==> src/design/tlmc_pkg.sv <==
package tlmc_pkg;

  localparam int COUNT_WIDTH_DEF = 8;
  localparam int DUR_W = 8;
  localparam int LAMP_W = 5;
  localparam int MODE_W = 2;
  localparam int ADDR_W = 5;
  localparam int DATA_W = 32;
  localparam int REG_IDX_W = 3;

  typedef logic [LAMP_W-1:0] lamp_t;
  typedef logic [MODE_W-1:0] mode_t;
  typedef logic [DUR_W-1:0] dur_t;
  typedef logic [REG_IDX_W-1:0] reg_idx_t;

  localparam int LAMP_RED = 0;
  localparam int LAMP_YELLOW = 1;
  localparam int LAMP_GREEN = 2;
  localparam int LAMP_STOP = 3;
  localparam int LAMP_GO = 4;

  localparam lamp_t LAMPS_RED_GO = lamp_t'((1 << LAMP_RED) | (1 << LAMP_GO));
  localparam lamp_t LAMPS_GREEN_STOP = lamp_t'((1 << LAMP_GREEN) | (1 << LAMP_STOP));
  localparam lamp_t LAMPS_YELLOW = lamp_t'(1 << LAMP_YELLOW);
  localparam lamp_t LAMPS_OFF = '0;

  localparam mode_t MODE_NORMAL = 2'd0;
  localparam mode_t MODE_EMERGENCY = 2'd1;
  localparam mode_t MODE_PEDESTRIAN = 2'd2;
  localparam mode_t MODE_MAINTENANCE = 2'd3;

  localparam reg_idx_t REG_NORMAL_RED = 3'd0;
  localparam reg_idx_t REG_NORMAL_GREEN = 3'd1;
  localparam reg_idx_t REG_EMERGENCY = 3'd2;
  localparam reg_idx_t REG_PED_WARN = 3'd3;
  localparam reg_idx_t REG_PED_WALK = 3'd4;
  localparam reg_idx_t REG_BLINK_HALF = 3'd5;

  localparam dur_t RST_NORMAL_RED = 8'd50;
  localparam dur_t RST_NORMAL_GREEN = 8'd50;
  localparam dur_t RST_EMERGENCY = 8'd100;
  localparam dur_t RST_PED_WARN = 8'd50;
  localparam dur_t RST_PED_WALK = 8'd100;
  localparam dur_t RST_BLINK_HALF = 8'd5;

endpackage

==> src/design/traffic_light_mode_controller.sv <==
// Traffic light mode controller, one transaction per 100 ms tick.
// Input channel: item_valid / item_stall carry the button events seen in one
// tick (emergency_event, pedestrian_event, maintenance_press). Output
// channel: result_valid / result_stall carry the lamps and active_mode in
// force after that tick; every input transaction yields exactly one result.
// Durations are set through the APB port (six 8-bit registers at byte
// addresses 0x00..0x14); write them only while the block is idle.
// An accepted tick is held in the input register, and its result is loaded
// into the result register when it advances. Throughput: one tick per
// cycle while the receiver does not stall, set by the single registered
// update of the mode state.
// When the receiver stalls, the result register holds, the input register
// fills, and item_stall rises so no further tick is taken until the stall
// clears.
// Reset (rst, synchronous) restores the register defaults, clears the
// pending flags and maintenance, and enters normal mode with red and walk
// lamps, with no result pending.
module traffic_light_mode_controller #(
  parameter int COUNT_WIDTH = tlmc_pkg::COUNT_WIDTH_DEF
) (
  input  logic                         clk,
  input  logic                         rst,
  input  logic                         item_valid,
  output logic                         item_stall,
  input  logic                         emergency_event,
  input  logic                         pedestrian_event,
  input  logic                         maintenance_press,
  output logic                         result_valid,
  input  logic                         result_stall,
  output logic                         red_lamp,
  output logic                         yellow_lamp,
  output logic                         green_lamp,
  output logic                         walk_stop,
  output logic                         walk_go,
  output logic [tlmc_pkg::MODE_W-1:0]  active_mode,
  input  logic                         psel,
  input  logic                         penable,
  input  logic                         pwrite,
  input  logic [tlmc_pkg::ADDR_W-1:0]  paddr,
  input  logic [tlmc_pkg::DATA_W-1:0]  pwdata,
  output logic [tlmc_pkg::DATA_W-1:0]  prdata,
  output logic                         pready
);
  import tlmc_pkg::*;

  localparam int CMP_W = (COUNT_WIDTH > DUR_W) ? COUNT_WIDTH : DUR_W;
  localparam logic [COUNT_WIDTH-1:0] COUNT_MAX = '1;

  dur_t normal_red_ticks;
  dur_t normal_green_ticks;
  dur_t emergency_ticks;
  dur_t ped_warn_ticks;
  dur_t ped_walk_ticks;
  dur_t blink_half_ticks;

  logic stage_valid;
  logic emergency_q;
  logic pedestrian_q;
  logic maint_q;

  mode_t mode_reg;
  mode_t mode_next;
  logic phase_reg;
  logic phase_next;
  logic [COUNT_WIDTH-1:0] tick_count;
  logic [COUNT_WIDTH-1:0] tick_count_next;
  logic emergency_pending;
  logic emergency_pending_next;
  logic pedestrian_pending;
  logic pedestrian_pending_next;
  logic maintenance_on;
  logic maintenance_on_next;
  lamp_t lamp_reg;
  lamp_t lamp_next;

  logic advance;
  logic cfg_write;
  reg_idx_t cfg_idx;

  logic [COUNT_WIDTH-1:0] count_inc;
  dur_t length;
  logic done;
  logic choose;
  mode_t chosen_mode;
  lamp_t chosen_lamps;

  assign pready = 1'b1;
  assign cfg_write = psel && penable && pwrite;
  assign cfg_idx = paddr[ADDR_W-1:2];

  always_ff @(posedge clk) begin
    if (rst) begin
      normal_red_ticks <= RST_NORMAL_RED;
      normal_green_ticks <= RST_NORMAL_GREEN;
      emergency_ticks <= RST_EMERGENCY;
      ped_warn_ticks <= RST_PED_WARN;
      ped_walk_ticks <= RST_PED_WALK;
      blink_half_ticks <= RST_BLINK_HALF;
    end else if (cfg_write) begin
      case (cfg_idx)
        REG_NORMAL_RED:   normal_red_ticks <= pwdata[DUR_W-1:0];
        REG_NORMAL_GREEN: normal_green_ticks <= pwdata[DUR_W-1:0];
        REG_EMERGENCY:    emergency_ticks <= pwdata[DUR_W-1:0];
        REG_PED_WARN:     ped_warn_ticks <= pwdata[DUR_W-1:0];
        REG_PED_WALK:     ped_walk_ticks <= pwdata[DUR_W-1:0];
        REG_BLINK_HALF:   blink_half_ticks <= pwdata[DUR_W-1:0];
        default: ;
      endcase
    end
  end

  always_comb begin
    case (cfg_idx)
      REG_NORMAL_RED:   prdata = DATA_W'(normal_red_ticks);
      REG_NORMAL_GREEN: prdata = DATA_W'(normal_green_ticks);
      REG_EMERGENCY:    prdata = DATA_W'(emergency_ticks);
      REG_PED_WARN:     prdata = DATA_W'(ped_warn_ticks);
      REG_PED_WALK:     prdata = DATA_W'(ped_walk_ticks);
      REG_BLINK_HALF:   prdata = DATA_W'(blink_half_ticks);
      default:          prdata = '0;
    endcase
  end

  // Input register, then state/result register.
  assign advance = stage_valid && (!result_valid || !result_stall);
  assign item_stall = stage_valid && !advance;

  always_ff @(posedge clk) begin
    if (rst) begin
      stage_valid <= 1'b0;
    end else if (item_valid && !item_stall) begin
      stage_valid <= 1'b1;
    end else if (advance) begin
      stage_valid <= 1'b0;
    end
  end

  always_ff @(posedge clk) begin
    if (item_valid && !item_stall) begin
      emergency_q <= emergency_event;
      pedestrian_q <= pedestrian_event;
      maint_q <= maintenance_press;
    end
  end

  always_comb begin
    emergency_pending_next = emergency_pending | emergency_q;
    pedestrian_pending_next = pedestrian_pending | pedestrian_q;
    maintenance_on_next = maintenance_on ^ maint_q;

    count_inc = (tick_count != COUNT_MAX) ? tick_count + 1'b1 : tick_count;
    case (mode_reg)
      MODE_NORMAL:     length = phase_reg ? normal_green_ticks : normal_red_ticks;
      MODE_EMERGENCY:  length = emergency_ticks;
      MODE_PEDESTRIAN: length = phase_reg ? ped_walk_ticks : ped_warn_ticks;
      default:         length = blink_half_ticks;
    endcase
    done = (CMP_W'(count_inc) >= CMP_W'(length)) || (count_inc == COUNT_MAX);

    mode_next = mode_reg;
    phase_next = phase_reg;
    tick_count_next = count_inc;
    lamp_next = lamp_reg;
    choose = 1'b0;

    case (mode_reg)
      MODE_NORMAL: begin
        if (emergency_pending_next || pedestrian_pending_next || maintenance_on_next) begin
          choose = 1'b1;
        end else if (done) begin
          if (!phase_reg) begin
            phase_next = 1'b1;
            tick_count_next = '0;
            lamp_next = LAMPS_GREEN_STOP;
          end else begin
            choose = 1'b1;
          end
        end
      end
      MODE_EMERGENCY: begin
        if (maintenance_on_next) begin
          choose = 1'b1;
        end else if (done) begin
          emergency_pending_next = 1'b0;
          choose = 1'b1;
        end
      end
      MODE_PEDESTRIAN: begin
        if (emergency_pending_next || maintenance_on_next) begin
          choose = 1'b1;
        end else if (done) begin
          if (!phase_reg) begin
            phase_next = 1'b1;
            tick_count_next = '0;
            lamp_next = LAMPS_RED_GO;
          end else begin
            pedestrian_pending_next = 1'b0;
            choose = 1'b1;
          end
        end
      end
      default: begin
        if (done) begin
          if (!phase_reg) begin
            phase_next = 1'b1;
            tick_count_next = '0;
            lamp_next = lamp_reg & ~LAMPS_YELLOW;
          end else begin
            choose = 1'b1;
          end
        end
      end
    endcase

    if (maintenance_on_next) begin
      chosen_mode = MODE_MAINTENANCE;
    end else if (emergency_pending_next) begin
      chosen_mode = MODE_EMERGENCY;
    end else if (pedestrian_pending_next) begin
      chosen_mode = MODE_PEDESTRIAN;
    end else begin
      chosen_mode = MODE_NORMAL;
    end
    case (chosen_mode)
      MODE_NORMAL:     chosen_lamps = LAMPS_RED_GO;
      MODE_EMERGENCY:  chosen_lamps = LAMPS_GREEN_STOP;
      MODE_PEDESTRIAN: chosen_lamps = lamp_reg | LAMPS_YELLOW;
      default:         chosen_lamps = LAMPS_YELLOW;
    endcase

    if (choose) begin
      mode_next = chosen_mode;
      phase_next = 1'b0;
      tick_count_next = '0;
      lamp_next = chosen_lamps;
    end
  end

  always_ff @(posedge clk) begin
    if (rst) begin
      result_valid <= 1'b0;
      mode_reg <= MODE_NORMAL;
      phase_reg <= 1'b0;
      tick_count <= '0;
      emergency_pending <= 1'b0;
      pedestrian_pending <= 1'b0;
      maintenance_on <= 1'b0;
      lamp_reg <= LAMPS_RED_GO;
    end else begin
      if (advance) begin
        result_valid <= 1'b1;
        mode_reg <= mode_next;
        phase_reg <= phase_next;
        tick_count <= tick_count_next;
        emergency_pending <= emergency_pending_next;
        pedestrian_pending <= pedestrian_pending_next;
        maintenance_on <= maintenance_on_next;
        lamp_reg <= lamp_next;
      end else if (!result_stall) begin
        result_valid <= 1'b0;
      end
    end
  end

  assign red_lamp = lamp_reg[LAMP_RED];
  assign yellow_lamp = lamp_reg[LAMP_YELLOW];
  assign green_lamp = lamp_reg[LAMP_GREEN];
  assign walk_stop = lamp_reg[LAMP_STOP];
  assign walk_go = lamp_reg[LAMP_GO];
  assign active_mode = mode_reg;

  a_emergency_lamps: assert property (@(posedge clk) disable iff (rst)
    mode_reg == MODE_EMERGENCY |-> lamp_reg == LAMPS_GREEN_STOP)
    else $error("emergency mode with wrong lamps");

  a_normal_lamps: assert property (@(posedge clk) disable iff (rst)
    mode_reg == MODE_NORMAL |-> (lamp_reg == LAMPS_RED_GO || lamp_reg == LAMPS_GREEN_STOP))
    else $error("normal mode with wrong lamps");

  a_maint_lamps: assert property (@(posedge clk) disable iff (rst)
    mode_reg == MODE_MAINTENANCE |-> (lamp_reg == LAMPS_YELLOW || lamp_reg == LAMPS_OFF))
    else $error("maintenance mode with wrong lamps");

  a_result_source: assert property (@(posedge clk) disable iff (rst)
    $rose(result_valid) |-> $past(stage_valid))
    else $error("result without a registered tick");

endmodule
==> config.mk <==
export PLATFORM = sky130hd
export DESIGN_NAME = traffic_light_mode_controller
export DESIGN_NICKNAME = d
export VERILOG_FILES = /design/src/design/tlmc_pkg.sv /design/src/design/traffic_light_mode_controller.sv
export SDC_FILE = /design/constraint.sdc
export NUM_CORES = 1
export LEC_CHECK = 0
export ABC_AREA = 1
export BUFFER_PORTS_ARGS = -buffer_cell sky130_fd_sc_hd__buf_4
export CORE_ASPECT_RATIO = 0.75
export CORE_MARGIN = 2
export CORE_UTILIZATION = 36
export DETAILED_ROUTE_END_ITERATION = 10
export PLACE_DENSITY = 0.54
export SYNTH_ARGS = -nofsm -noshare
export SYNTH_HDL_FRONTEND = slang
export SYNTH_SLANG_ARGS = --single-unit
==> constraint.sdc <==
create_clock -name clk -period 3.5 [get_ports clk]
set_clock_uncertainty 0.05 [all_clocks]
set_input_delay 0.7 -clock clk [delete_from_list [all_inputs] [get_ports clk]]
set_output_delay 0.7 -clock clk [all_outputs]
set_load 0.02 [all_outputs]
==> reports/summary.json <==
{
  "outcome": "finished, final reports clean",
  "chipHeight_um": 95.5,
  "cp_data_arrival_time_ns": 3.43,
  "synth-warning-count": 0,
  "ff_latch_area_mm2": 0.00143,
  "numCtsBuffers": 9,
  "power_density_mw_per_mm2": 437,
  "cts_buffer_depth": 2,
  "initial_utilization_pct": 36.9,
  "cap_violations": 0,
  "crit_path_cell_trace": "inv_1, nor2_1, inv_1, a21oi_1, o21ai_0, nand3_1, o21ai_0, ha_1, a21oi_1, nor2_1, nor3_1, nand2_1, nor2_1, buf_4, nand3_1, nand2_4, nand4_4, nand2b_1, a21oi_1",
  "final.hold.worst_slack_ns": 0.424,
  "floorplan.core_area_mm2": 0.0109,
  "hold_path_end": "result_valid$_SDFFE_PP0P_",
  "grt_first_pass_wirelength_um": 18800,
  "portBuffers": 37,
  "worst_setup_path_end_kind": "flip-flop",
  "multiInputGateArea_mm2": 0.00215,
  "synthAdderAreaFrac_pct": 2.80,
  "worst-r2r-setup-slack_ns": 0.29,
  "detail_route.wirelength_um": 11900,
  "clkLatencyLatePin_ns": 0.34,
  "yosys.area_share.xor_xnor_pct": 0.436,
  "routabilityCongestion": 0.843,
  "hold_vio_cnt_final": 0,
  "largest_cells_by_area_after_synthesis": "dfxtp_1, o21ai_0, nand2_1, nor2_1, inv_1",
  "timing.final.ws_setup_ns": 0.285,
  "fp.dieArea_mm2": 0.0120,
  "global_route.overflow_total": 0,
  "crit_required_ns": 3.71,
  "report.power.total_mw": 2.10,
  "detailedPlace.worstSlack_ns": 0.254,
  "crit_path_max_fanout": 8,
  "dr_total_vias": 4013,
  "fmaxAchievable_mhz": 311,
  "worst-setup-path-type": "flip-flop to flip-flop",
  "number_of_nets_at_the_end_of_the_flow": 686,
  "antenna_violations_before_repair": 0,
  "synth_cells": 575,
  "tritoncts": "yes",
  "synth_area_per_cell_um2": 6.99,
  "die_width_um": 126,
  "ys_types": 38,
  "detail_route.first_pass.iterations": 5,
  "n_fill_cell": 1106,
  "setup-tns-final_ns": 0,
  "grt_max_degree": 30,
  "drc": 0,
  "worst_hold_path.num_cells": 2,
  "final-setup-viol-count": 0,
  "worstSetupStartpointType": "flip-flop",
  "post_synth_and_or_nand_nor_area_fraction_pct": 27.8,
  "fin_crit_sh_pct": 91.8,
  "global_route.usage.total_pct": 20.3,
  "worstReg2RegStart": "active_mode[1]$_SDFFE_PP0P_",
  "reg2reg_depth": 19,
  "rsz0062_at_grt": "no",
  "synthDominantCellAreaShare_pct": 33.4,
  "clkSlewWorstSetupHoldPaths_ns": 0.06,
  "hp-start": "stage_valid$_SDFFE_PP0P_",
  "ys_top_cells_by_count": "nand2_1, nor2_1, dfxtp_1",
  "complex_gate_fraction_of_the_synthesized_area_pct": 20.2,
  "synth_edf_count": 3,
  "row_count": 33,
  "final_antenna_net_count": 0,
  "ys_ff_latch": 70,
  "ir_worst_vdd_mv": 0.347,
  "synthDominantAreaCellType": "dfxtp_1",
  "cell_with_the_largest_stage_delay_on_the_worst_path": "dfxtp_2",
  "final_core_utilization_pct": 44.1,
  "worst-slew-pin-transition_ns": 0.698,
  "dominant_combinational_cell_family_by_area_after_synthesis": "simple AND/OR/NAND/NOR gates",
  "htree_levels": 3,
  "synth-main-ff-cell": "dfxtp_1",
  "mux_share_of_post_synthesis_cell_area_pct": 0,
  "post_cts.repair.setup_buffers": 0,
  "routedWlPerCell_um": 15.4,
  "grt_pass1_vias": 3532,
  "synth.most_common_cell": "nand2_1",
  "async_set_reset_flop_share_out_of_synthesis_pct": 0,
  "maxSlewHeadroom_pct": 53.4,
  "clk_root_buffer_cell": "clkbuf_16",
  "final.min_clock_period_ns": 3.21,
  "pin_count": 89,
  "rr_endpoint": "tick_count[1]$_SDFFE_PP0P_",
  "diodes": 0,
  "syn_area_mm2": 0.00402,
  "post_synthesis_sequential_area_ratio_pct": 35.6,
  "worst_path_largest_cell_delay_ns": 0.38,
  "slew_violations": 0,
  "drt_iter0_drc": 260,
  "timing.hold.worst.class": "flip-flop to flip-flop",
  "hpwl_detailed_um": 8680,
  "total_leakage_power_nw": 2.18,
  "areaGrowthSynthToFinish_pct": 19.7,
  "vias_per_cell": 5.18,
  "clkSinkCount": 70,
  "fraction_of_layout_cells_with_a_size_suffix_above_1_pct": 17.8
}
## layout make-up
class | count | area share, %
timing repair buffer | 62 | 9.94
multi-input combinational | 420 | 44.8
inverter | 67 | 5.23
clock inverter | 6 | 1.38
clock buffer | 10 | 5.20
tap | 140 | 3.64
sequential | 70 | 29.8
## per-layer routing
| layer | wire length [µm] | vias to the layer above | track usage (%) |
|---|---|---|---|
| met1 | 5910 | 1851 | 29.6 |
| met5 | 0 | - | 0 |
| li1 | - | 1981 | - |
| met2 | 4930 | 162 | 29.2 |
| met3 | 816 | 19 | 4.49 |
| met4 | 240 | 0 | 7.14 |
## stage by stage
stage	cell area (µm²)	cells
after floorplan	4100	598
after global placement	4490	759
after detailed placement	4490	759
after CTS	4810	775
after global routing	4810	775
final	4810	775
## cells in the final DEF, fill, tap and decap left out, types with 3 or more instances in the layout
| cell | count |
|---|---|
| nand4_1 | 3 |
| o21ai_0 | 66 |
| a221oi_1 | 6 |
| nand3_2 | 4 |
| nand2_2 | 12 |
| nand2_1 | 85 |
| a21oi_1 | 34 |
| o211ai_1 | 8 |
| clkinv_1 | 3 |
| nor2_2 | 5 |
| a22oi_1 | 7 |
| dfxtp_1 | 65 |
| inv_1 | 62 |
| nor3_1 | 5 |
| clkbuf_16 | 10 |
| edfxtp_1 | 3 |
| nor2_1 | 84 |
| nand3_1 | 33 |
| conb_1 | 25 |
| buf_4 | 61 |
| ha_1 | 9 |
| o221ai_1 | 4 |
| o22ai_1 | 10 |
| nand2_4 | 4 |
## critical path: cells and delay by family, from the launching register on
kind,cells,cell delay (ns)
flip-flops,1,0.38
adder cells (fa/ha/maj),1,0.35
AO/OA/AOI/OAI,5,0.68
AND/OR/NAND/NOR,10,1.27
buffers and inverters,3,0.40
## power breakdown
| part | switching [mW] | leakage, nW | internal [mW] |
|---|---|---|---|
| registers | 0.0156 | 0.573 | 0.822 |
| logic | 0.191 | 1.45 | 0.106 |
| clock network | 0.368 | 0.155 | 0.598 |
## worst max-delay path by stage
stage	startpoint	end	slack, ns	cells past startpoint
floorplan	active_mode[0]$_SDFFE_PP0P_	lamp_reg[3]$_SDFFE_PP0P_	0.56	20
global placement	active_mode[0]$_SDFFE_PP0P_	tick_count[2]$_SDFFE_PP0P_	0.19	14
detailed placement	active_mode[0]$_SDFFE_PP0P_	tick_count[1]$_SDFFE_PP0P_	0.25	14
CTS	active_mode[0]$_SDFFE_PP0P_	tick_count[1]$_SDFFE_PP0P_	0.22	17
global route	active_mode[1]$_SDFFE_PP0P_	tick_count[1]$_SDFFE_PP0P_	0.03	19
finish	active_mode[1]$_SDFFE_PP0P_	tick_count[1]$_SDFFE_PP0P_	0.29	19
## logic make-up (layout without fill, tap and decap cells)
| family | after synthesis | in the layout |
|---|---|---|
| xor gates and xnor gates | 2 | 2 |
| DFF | 70 | 70 |
| buffers and inverters | 108 | 145 |
| other | 2 | 25 |
| AOI/OAI and AO/OA | 141 | 141 |
| and+or+nand+nor | 243 | 243 |
| adders and majority gates | 9 | 9 |
## what timing repair did
item	4_1_cts	5_1_grt
gates resized for setup	0	2
endpoints found under the setup margin	0	9
hold buffers	0	0
(Power assumes the default switching activity.)
